--- config.mk ---
export PLATFORM = sky130hd
export DESIGN_NAME = circular_fifo_with_search_update
export DESIGN_NICKNAME = d
export VERILOG_FILES = /design/src/hdl/cfsu_pkg.sv /design/src/hdl/cfsu_cell.sv /design/src/hdl/cfsu_ctrl.sv /design/src/hdl/circular_fifo_with_search_update.sv
export SDC_FILE = /design/constraint.sdc
export NUM_CORES = 1
export LEC_CHECK = 0
export BUFFER_PORTS_ARGS = -buffer_cell sky130_fd_sc_hd__buf_2
export CORE_ASPECT_RATIO = 0.6
export CORE_MARGIN = 3
export CORE_UTILIZATION = 55
export DETAILED_ROUTE_END_ITERATION = 8
export GPL_TIMING_DRIVEN = 0
export PLACE_DENSITY_LB_ADDON = 0.05
export REMOVE_ABC_BUFFERS = 1
export SYNTH_ARGS = -nofsm -noshare
export SYNTH_HDL_FRONTEND = slang
export SYNTH_SLANG_ARGS = --single-unit
--- constraint.sdc ---
create_clock -name clock -period 3.74 [get_ports clock]
set_clock_uncertainty 0.1 [all_clocks]
set_input_delay 0.187 -clock clock [delete_from_list [all_inputs] [get_ports clock]]
set_output_delay 0.187 -clock clock [all_outputs]
set_load 0.005 [all_outputs]
--- src/hdl/cfsu_pkg.sv ---
// shared types and codes for the circular fifo with search and update
package cfsu_pkg;

   // operation codes
   localparam logic [2:0] OP_ENQUEUE = 3'd0;
   localparam logic [2:0] OP_DEQUEUE = 3'd1;
   localparam logic [2:0] OP_PEEK    = 3'd2;
   localparam logic [2:0] OP_SEARCH  = 3'd3;
   localparam logic [2:0] OP_UPDATE  = 3'd4;
   localparam logic [2:0] OP_CLEAR   = 3'd5;

   // width of the reported position and count fields
   localparam int RSP_CW = 5;

   typedef struct packed {
      logic [2:0]          opcode;
      logic signed [31:0]  value;
      logic signed [31:0]  old_value;
   } req_type;

   typedef struct packed {
      logic                ok;
      logic signed [31:0]  data;
      logic [RSP_CW-1:0]   position;
      logic [RSP_CW-1:0]   count;
   } rsp_type;

   // what every cell does in a cycle
   typedef enum logic [1:0] {
      CELL_HOLD,
      CELL_SHIFT,
      CELL_ROTATE,
      CELL_LOAD
   } cell_op_type;

   typedef struct packed {
      cell_op_type         op;
      logic signed [31:0]  load_data;
      logic signed [31:0]  wrap_data;
   } cell_ctl_type;

endpackage

--- src/hdl/cfsu_cell.sv ---
// one storage cell of the queue chain; cell k holds the k-th entry from the front
module cfsu_cell #(
   parameter int INDEX = 0,
   parameter int CW    = 5
) (
   input  logic                  clock,
   input  cfsu_pkg::cell_ctl_type ctl,
   input  logic [CW-1:0]         count,
   input  logic signed [31:0]    next_data,
   output logic signed [31:0]    data
);
   import cfsu_pkg::*;

   logic signed [31:0] data_ff;
   logic signed [31:0] data_in;
   logic               is_last;
   logic               is_free_slot;

   // position of this cell relative to the fill level
   assign is_last      = (count == CW'(INDEX + 1));
   assign is_free_slot = (count == CW'(INDEX));

   // next word for this cell
   always_comb begin
      case (ctl.op)
         CELL_SHIFT:  data_in = next_data;
         CELL_ROTATE: data_in = is_last ? ctl.wrap_data : next_data;
         CELL_LOAD:   data_in = is_free_slot ? ctl.load_data : data_ff;
         default:     data_in = data_ff;
      endcase
   end

   // payload register, no reset
   always_ff @(posedge clock) begin
      data_ff <= data_in;
   end

   assign data = data_ff;

endmodule

--- src/hdl/cfsu_ctrl.sv ---
// sequencer: decodes items, drives the cell chain and forms results
module cfsu_ctrl #(
   parameter int CAPACITY = 16,
   parameter int CW       = 5,
   parameter int IW       = 4
) (
   input  logic                   clock,
   input  logic                   reset,
   input  logic                   start,
   input  cfsu_pkg::req_type      req_item,
   output logic                   busy,
   output logic                   rsp_valid,
   output cfsu_pkg::rsp_type      rsp_item,
   output cfsu_pkg::cell_ctl_type ctl,
   output logic [CW-1:0]          count,
   input  logic signed [31:0]     front_data
);
   import cfsu_pkg::*;

   typedef enum logic {
      ST_IDLE,
      ST_WALK
   } state_type;

   state_type          state_ff, state_in;
   logic [CW-1:0]      count_ff, count_in;
   logic [IW-1:0]      step_ff, step_in;
   logic signed [31:0] key_ff, key_in;
   logic signed [31:0] repl_ff, repl_in;
   logic               is_update_ff, is_update_in;
   logic               found_ff, found_in;
   logic [CW-1:0]      pos_ff, pos_in;
   logic               rsp_valid_ff, rsp_valid_in;
   rsp_type            rsp_ff, rsp_in;
   logic               first_hit;
   logic [CW+RSP_CW-1:0] count_wide;
   logic [CW+RSP_CW-1:0] pos_wide;

   // first match seen at the front cell during a walk
   assign first_hit = (front_data == key_ff) && !found_ff;

   always_comb begin
      state_in     = state_ff;
      count_in     = count_ff;
      step_in      = step_ff;
      key_in       = key_ff;
      repl_in      = repl_ff;
      is_update_in = is_update_ff;
      found_in     = found_ff;
      pos_in       = pos_ff;
      rsp_valid_in = 1'b0;
      rsp_in       = rsp_ff;
      ctl.op        = CELL_HOLD;
      ctl.load_data = req_item.value;
      ctl.wrap_data = front_data;

      case (state_ff)
         ST_IDLE: begin
            if (start) begin
               rsp_valid_in    = 1'b1;
               rsp_in.ok       = 1'b0;
               rsp_in.data     = 32'sd0;
               rsp_in.position = '0;
               case (req_item.opcode)
                  OP_ENQUEUE: begin
                     if (count_ff != CW'(CAPACITY)) begin
                        ctl.op    = CELL_LOAD;
                        count_in  = count_ff + CW'(1);
                        rsp_in.ok = 1'b1;
                     end
                  end
                  OP_DEQUEUE: begin
                     if (count_ff != '0) begin
                        ctl.op      = CELL_SHIFT;
                        count_in    = count_ff - CW'(1);
                        rsp_in.ok   = 1'b1;
                        rsp_in.data = front_data;
                     end
                  end
                  OP_PEEK: begin
                     if (count_ff != '0) begin
                        rsp_in.ok   = 1'b1;
                        rsp_in.data = front_data;
                     end
                  end
                  OP_SEARCH, OP_UPDATE: begin
                     // walk the chain only when something is stored
                     if (count_ff != '0) begin
                        rsp_valid_in = 1'b0;
                        state_in     = ST_WALK;
                        step_in      = '0;
                        is_update_in = (req_item.opcode == OP_UPDATE);
                        key_in       = (req_item.opcode == OP_UPDATE) ?
                                       req_item.old_value : req_item.value;
                        repl_in      = req_item.value;
                        found_in     = 1'b0;
                        pos_in       = '0;
                     end
                  end
                  OP_CLEAR: begin
                     count_in  = '0;
                     rsp_in.ok = 1'b1;
                  end
                  default: begin
                  end
               endcase
            end
         end
         ST_WALK: begin
            // rotate the filled cells by one, front word wraps to the back
            ctl.op = CELL_ROTATE;
            if (first_hit) begin
               found_in = 1'b1;
               pos_in   = CW'(step_ff) + CW'(1);
               if (is_update_ff) begin
                  ctl.wrap_data = repl_ff;
               end
            end
            if (CW'(step_ff) == count_ff - CW'(1)) begin
               state_in        = ST_IDLE;
               rsp_valid_in    = 1'b1;
               rsp_in.ok       = found_in;
               rsp_in.data     = 32'sd0;
               rsp_in.position = '0;
            end else begin
               step_in = step_ff + IW'(1);
            end
         end
         default: begin
            state_in = ST_IDLE;
         end
      endcase

      // report fields masked to the result width
      count_wide   = {{RSP_CW{1'b0}}, count_in};
      rsp_in.count = count_wide[RSP_CW-1:0];
      pos_wide     = {{RSP_CW{1'b0}}, pos_in};
      if ((state_ff == ST_WALK) && rsp_valid_in && !is_update_ff) begin
         rsp_in.position = pos_wide[RSP_CW-1:0];
      end
   end

   // state and registered outputs
   always_ff @(posedge clock) begin
      if (reset) begin
         state_ff     <= ST_IDLE;
         count_ff     <= '0;
         rsp_valid_ff <= 1'b0;
      end else begin
         state_ff     <= state_in;
         count_ff     <= count_in;
         rsp_valid_ff <= rsp_valid_in;
      end
      step_ff      <= step_in;
      key_ff       <= key_in;
      repl_ff      <= repl_in;
      is_update_ff <= is_update_in;
      found_ff     <= found_in;
      pos_ff       <= pos_in;
      rsp_ff       <= rsp_in;
   end

   assign busy      = (state_ff == ST_WALK);
   assign rsp_valid = rsp_valid_ff;
   assign rsp_item  = rsp_ff;
   assign count     = count_ff;

endmodule

--- src/hdl/circular_fifo_with_search_update.sv ---
// Enqueue, dequeue, peek, clear and unknown opcodes: registered result in the
// cycle after the item is taken, and a new item may follow in the next cycle.
// Search and update rotate the filled cells once around the chain, one cell per
// cycle, with busy high during the walk and the result registered at its end.
// Synchronous reset empties the queue and drops any pending result; the stored
// words are not cleared. Results cannot be stalled by the receiver.
module circular_fifo_with_search_update #(
   parameter int CAPACITY = 16
) (
   input  logic              clock,
   input  logic              reset,
   input  logic              start,
   input  cfsu_pkg::req_type req_item,
   output logic              busy,
   output logic              rsp_valid,
   output cfsu_pkg::rsp_type rsp_item
);
   import cfsu_pkg::*;

   localparam int CW = $clog2(CAPACITY + 1);
   localparam int IW = $clog2(CAPACITY);

   cell_ctl_type       ctl;
   logic [CW-1:0]      count;
   logic signed [31:0] cell_data [CAPACITY];

   // sequencer
   cfsu_ctrl #(
      .CAPACITY (CAPACITY),
      .CW       (CW),
      .IW       (IW)
   ) u_ctrl (
      .clock      (clock),
      .reset      (reset),
      .start      (start),
      .req_item   (req_item),
      .busy       (busy),
      .rsp_valid  (rsp_valid),
      .rsp_item   (rsp_item),
      .ctl        (ctl),
      .count      (count),
      .front_data (cell_data[0])
   );

   // chain of cells, each fed by its back neighbor
   for (genvar i = 0; i < CAPACITY; i++) begin : g_cell
      logic signed [31:0] next_word;
      if (i < CAPACITY - 1) begin : g_mid
         assign next_word = cell_data[i+1];
      end else begin : g_end
         assign next_word = 32'sd0;
      end
      cfsu_cell #(
         .INDEX (i),
         .CW    (CW)
      ) u_cell (
         .clock     (clock),
         .ctl       (ctl),
         .count     (count),
         .next_data (next_word),
         .data      (cell_data[i])
      );
   end

endmodule

**Word-level counts from Yosys, hierarchy flattened**

Index checks and enable logic that the tools add are counted.

- Bits in registers: 637
- Input port bits: 70

- Bitwise logic cells: 1
- Reductions and logical operators: 32
- Mux-type cells: 95
- Equality and inequality tests: 50
- Add/subtract/negate cells: 4

Operators by type and width:

| cell | count |
|---|---|
| 32-bit case mux with 3 select lines | 16 |
| 32-bit 2-to-1 mux | 37 |
| 38-bit 2-to-1 mux | 2 |
| 38-bit case mux with 2 select lines | 1 |
| 5-bit 2-to-1 mux | 9 |
| 5-bit by 4-bit == test with 1-bit output, second input constant | 8 |
| 2-bit AND reduction | 18 |
| 2-bit by 1-bit != test with 1-bit output, second input constant | 17 |
| 33-bit 2-to-1 mux | 1 |
| 32-bit == test | 1 |
| 5-bit by 3-bit == test with 1-bit output, second input constant | 4 |
| 4-bit 2-to-1 mux | 4 |
| 5-bit case mux with 3 select lines | 1 |
| 1-bit 2-to-1 mux | 14 |
| 5-bit by 2-bit == test with 1-bit output, second input constant | 2 |
| 5-bit case mux with 2 select lines | 1 |
| 2-bit != test, second input constant | 4 |
| 2-bit case mux with 2 select lines | 2 |
| 4-bit case mux with 2 select lines | 1 |
| 4-bit AND reduction | 2 |
| 3-bit by 2-bit == test with 1-bit output, second input constant | 2 |
| 3-bit == test, second input constant | 2 |
| 1-bit case mux with 2 select lines | 3 |
| 4-bit by 1-bit adder with 5-bit output, second input constant | 1 |
| other kinds (23) | 29 |

**Logic depth before layout (Yosys ltp)**

- Word-level depth: 9
- Depth in mapped cells: 11
- Mapped depth without buffers: 8

**Cells and area by module**

Synthesis repeated with hierarchy kept, for this count alone.

- Cell total of the unflattened synthesis: 2,942
- Area, all modules: 37,345.8 um2

Modules (own cells, without submodules):

| module | cells an instance | instances | seq. area each (um2) | area an instance (um2) |
|---|---|---|---|---|
| cfsu_cell (g_cell[2].u_cell ...) | 193 | 3 | 960.9 | 2,268.4 |
| cfsu_ctrl | 431 | 1 | 3,583.4 | 5,909.4 |
| cfsu_cell (g_cell[10].u_cell ...) | 194 | 2 | 960.9 | 2,062.0 |
| cfsu_cell (g_cell[5].u_cell ...) | 120 | 2 | 960.9 | 1,742.9 |
| cfsu_cell (g_cell[0].u_cell) | 193 | 1 | 960.9 | 2,267.2 |
| cfsu_cell (g_cell[6].u_cell) | 194 | 1 | 960.9 | 2,112.0 |
| cfsu_cell (g_cell[14].u_cell) | 193 | 1 | 960.9 | 2,098.3 |
| cfsu_cell (g_cell[15].u_cell) | 122 | 1 | 960.9 | 1,790.5 |
| cfsu_cell (g_cell[11].u_cell) | 121 | 1 | 960.9 | 1,762.9 |
| cfsu_cell (g_cell[13].u_cell) | 119 | 1 | 960.9 | 1,756.7 |
| cfsu_cell (g_cell[3].u_cell) | 120 | 1 | 960.9 | 1,745.4 |
| cfsu_cell (g_cell[7].u_cell) | 121 | 1 | 960.9 | 1,744.2 |
| cfsu_cell (g_cell[1].u_cell) | 120 | 1 | 960.9 | 1,740.4 |
| circular_fifo_with_search_update | 1 | 1 | 0.0 | 3.8 |

**Worst setup path after synthesis**

No wires, ideal clock.

- Path kind: reg-to-reg
- From: reg u_ctrl.count_ff[0], in the netlist u_ctrl.count[0]
- To: reg g_cell[0].u_cell.data_ff[0], enable pin
- Library setup time: 0.432 ns
- Cell stages (with the launch flop): 10
- Slack: -0.336 ns
- Required time: 3.208 ns
- Buffers on the path: 2
- Arrival time: 3.544 ns
- Cell sequence: dfxtp_1 > inv_1 > ha_1 > or4b_2 > clkbuf_1 > nand4_1 > o21ai_0 > a21oi_1 > buf_2 > a21oi_1

- Longest elaborated chain between the ends: 8
- Elaborated cells between the ends (all ways): 14

Ends and longest elaborated chain:

| element | RTL line | RTL |
|---|---|---|
| start, declared | cfsu_ctrl.sv:26 | `logic [CW-1:0] count_ff, count_in;` |
| start signal, assigned | cfsu_ctrl.sv:151 | `count_ff <= count_in;` |
| 5-bit != test / 5-bit nonzero test (equally long branches) | cfsu_ctrl.sv:66, cfsu_ctrl.sv:73 |  |
| 2-bit 2-to-1 mux / 1-bit 2-to-1 mux (equally long branches) | cfsu_ctrl.sv:66, cfsu_ctrl.sv:73 |  |
| 2-bit case mux with 2 select lines | cfsu_ctrl.sv:64 | `case (req_item.opcode)` |
| 2-bit 2-to-1 mux | cfsu_ctrl.sv:59 | `if (start) begin` |
| 2-bit case mux with 2 select lines | cfsu_ctrl.sv:57 | `case (state_ff)` |
| 2-bit == test / 2-bit by 1-bit == test with 1-bit output (equally long branches) | cfsu_cell.sv:25 | `case (ctl.op)` |
| 2-bit by 1-bit != test with 1-bit output (no source line) / 3-bit nonzero test (equally long branches) | -- |  |
| 2-bit AND reduction (no source line) * | -- |  |
| end signal, assigned | cfsu_cell.sv:35 | `data_ff <= data_in;` |
| end, declared | cfsu_cell.sv:14 | `logic signed [31:0] data_ff;` |

Mark *: on every way between the ends. The rest lies on a longest branch, timed or not.
A chain may end at the register's enable or synchronous reset.

**Final worst setup path**

- From: reg g_cell[0].u_cell.data_ff[20]
- To: reg g_cell[4].u_cell.data_ff[13], data pin

- Longest elaborated chain between the ends: 6

Ends and longest elaborated chain:

| element | RTL line | RTL |
|---|---|---|
| 32-bit == test | cfsu_ctrl.sv:40 | `assign first_hit = (front_data == key_ff) && !found_ff;` |
| 1-bit logical AND | cfsu_ctrl.sv:40 |  |
| 32-bit 2-to-1 mux | cfsu_ctrl.sv:112 | `if (first_hit) begin` |
| 32-bit 2-to-1 mux | cfsu_ctrl.sv:57 |  |
| 32-bit 2-to-1 mux | cfsu_cell.sv:27 | `CELL_ROTATE: data_in = is_last ? ctl.wrap_data : next_data;` |
| 32-bit case mux with 3 select lines | cfsu_cell.sv:25 |  |
| named net g_cell[4].u_cell.data_in[13] | cfsu_cell.sv:15 | `logic signed [31:0] data_in;` |
| end signal, assigned | cfsu_cell.sv:35 |  |
| end, declared | cfsu_cell.sv:14 |  |

The timed path passes the listed nets, and every way through them passes these cells.

==> results.cfg <==
[run_status]
outcome = finished clean

[synth]
seq_area_frac_synth_pct = 56.91
syn_area_sq_um = 33310
async_flop_share_pct = 0
ys_types = 45
synth_ff_type = edfxtp_1
postSynthAreaPerCell_sq_um = 11.37
synth_edf_count = 620
synthCells = 2930
synth-seq-cells = 637
yosys_warnings = 0

[drt]
wl_um = 110900
detail-route-antenna-nets = 0
drt-pass1-iter-count = 6
drt_iter0_markers = 4885
vias = 28120
drc_errors = 0
avgViaCountPerCell = 7.368
wire_per_inst_um = 29.04

[global_routing]
grt_antenna_before_repair = 0
grt-ovfl-total = 0
grt_max_degree = 164
track_usage_pct = 33.90
grt_pass1_vias = 26750
grt_pass1_wl_um = 165100

[layout]
area_growth_pct = 18.97
nets = 3068
final_core_util_pct = 66.54
most-common-layout-cells = edfxtp_1 (620), o21ai_0 (512), a221oi_1 (467)
drive_above_1_share_pct = 17.85
diodes = 0
layout_commonest_cell = edfxtp_1
instances_no_fill = 3817

[timing]
fmax_mhz = 270.5
relSlewSlack_pct = 30.52
finalWorstSetupSlack_ns = 0.04339
finalSetupViolations = 0
tns_ns = 0
period_minus_slack_ns = 3.697
timing.hold.ws_ns = 0.1892
period_share_pct = 98.84
finalHoldViolCount = 0
slew_viol_final = 0
tightest_slew_ns = 1.040

[place]
io_buffers = 114
gp_congestion = 0.8185
dpl.hpwl_um = 64900
preCtsSetupSlack_ns = -1.606
dp_cells = 3587

[clock_tree]
clk_pin_slew_ns = 0.07
clk_latency_ns = 0.66
cts_root_buffer = clkbuf_16
cts.sinks = 637
h-tree-depth = 2
cts-buffers-inserted = 60
cts_tree = yes
clock_path_buffers = 3

[floorplanning]
core_sq_um = 59570
initial_core_util_pct = 55.93
die_h_um = 196.6
io_pins = 115
fp.dieW_um = 323.7
num_rows = 69
dieArea_sq_um = 63660

[critical_path]
crit_arrival_ns = 4.03
critPathKind = register to register
cp-start-kind = register
slowest_delay_ns = 0.55
critPathTopFamily = simple AND/OR/NAND/NOR gates
cp.buffers_inverters = 4
worstPathMaxFanout = 15
crit_slowest_cell = edfxtp_1
r2r_setup_slack_ns = 0.04
crit_chain = xnor2_4 -> nand4_1 -> nor4_4 -> nand4_1 -> buf_6 -> buf_8 -> buf_8 -> mux2i_4 -> buf_12 -> a221oi_1
critPathCaptureType = register
critPathRequiredTime_ns = 4.07

[hold_path]
worstHoldPathType = input pin to register

[power]
p_leak_uw = 0.01277
ir_worst_vdd_v = 0.0003236
powerDensity_nw_per_um2 = 395.3

[flow_run]
maxCapViolCount = 0
==> synth_stat cells (2+ instances only) <==
library cell  instances  area [sq um]
buf_6                 5         56.30
dfxtp_1              17         340.3
nor3_1              447          2237
nor2_1               68         255.2
o22ai_1               3         18.77
o32a_1                2         20.02
or3_1                 2         12.51
a221oi_1            480          4204
xor2_1                3         26.28
nand2_1              67         251.5
clkbuf_1            261         979.7
a21oi_1              32         160.2
mux2i_1              35         350.3
xnor2_1              36         315.3
nand4_1              11         68.82
nor2b_1              16         100.1
or2_2                10         62.56
inv_1                16         60.06
mux2_2               32         360.4
nand2b_1              8         50.05
edfxtp_1            620         18620
nor4_1                2         12.51
buf_2                55         275.3
mux2i_4              31         698.2
buf_4                31         232.7
nand3_1               8         40.04
a31oi_1               4         25.02
a22o_1                2         17.52
and2_1               35         219.0
o21ai_0             512          2562
nand2b_2             27         236.5
a21o_1               31         232.7
o21a_1                2         15.01
a211oi_1              2         15.01
ha_1                  7         87.58
==> path summary, 6_finish.rpt <==
path	to	cells after the start	start
max	g_cell[4].u_cell.data[13]	10	g_cell[0].u_cell.data[20]
min	u_ctrl.repl_ff[23]	2	req_item[55]
max reg2reg	g_cell[4].u_cell.data[13]	10	g_cell[0].u_cell.data[20]
min reg2reg	u_ctrl.pos_ff[4]	2	u_ctrl.pos_ff[4]
==> where the power goes <==
| part | switching, uW | total [uW] | leakage (uW) | internal [uW] |
|---|---|---|---|---|
| sequential | 93.5 | 8130 | 0.00584 | 8040 |
| clock | 2810 | 6390 | 0.000978 | 3580 |
| combinational | 650 | 1140 | 0.00595 | 493 |
==> stage by stage <==
step                instance area (sq um)  power (uW)
detailed placement                  35940        9284
floorplan                           31770        8860
global route                        39640       16080
CTS                                 39250       15650
global placement                    33310        9221
finish                              39640       15670
==> kinds of logic (layout without fill, tap and decap cells) <==
group | count (synthesis) | after routing | share of synthesized area (%)
AO/OA/AOI/OAI | 1075 | 1075 | 22.00
flip-flops | 637 | 637 | 56.91
AND/OR/NAND/NOR | 705 | 705 | 10.75
multiplexers | 98 | 98 | 4.229
XOR/XNOR | 39 | 39 | 1.025
buffers and inverters | 369 | 475 | 4.826
adder cells (fa/ha/maj) | 7 | 7 | 0.2629
==> final cells by class <==
| class | count | area [sq um] |
|---|---|---|
| clock buffers | 75 | 1649 |
| clock inverters | 32 | 327.8 |
| well taps | 781 | 977.2 |
| inverters | 16 | 75.07 |
| multi-input cells | 1924 | 13260 |
| flip-flops and latches | 637 | 18970 |
| fillers | 4236 | 19930 |
| repair buffers | 352 | 4380 |
==> flip-flops by register name, indices dropped and copies added (netlist names) <==
signal / flops
u_ctrl.step_ff: 4
g_cell.u_cell.data: 512
u_ctrl.busy: 1
u_ctrl.rsp_item: 43
u_ctrl.is_update_ff: 1
u_ctrl.key_ff: 32
u_ctrl.repl_ff: 32
u_ctrl.count: 5
u_ctrl.pos_ff: 5
u_ctrl.rsp_valid: 1
u_ctrl.found_ff: 1
==> per-layer routing <==
| layer | track usage (%) | routed length, um |
|---|---|---|
| met1 | 48.86 | 44210 |
| met2 | 49.37 | 47810 |
| met3 | 7.790 | 13780 |
| met4 | 14.89 | 5052 |
| met5 | 0 | 0 |
==> what timing repair did <==
action                     4_1_cts  5_1_grt
hold buffers                    69        0
hold endpoints to repair       107        0
pin swaps                        7        9
setup endpoints to repair     1024      705
resized for setup               13       23
cloned                           4        2
buffers inserted                34       15
Note: power is estimated with default switching activity, not from simulation.
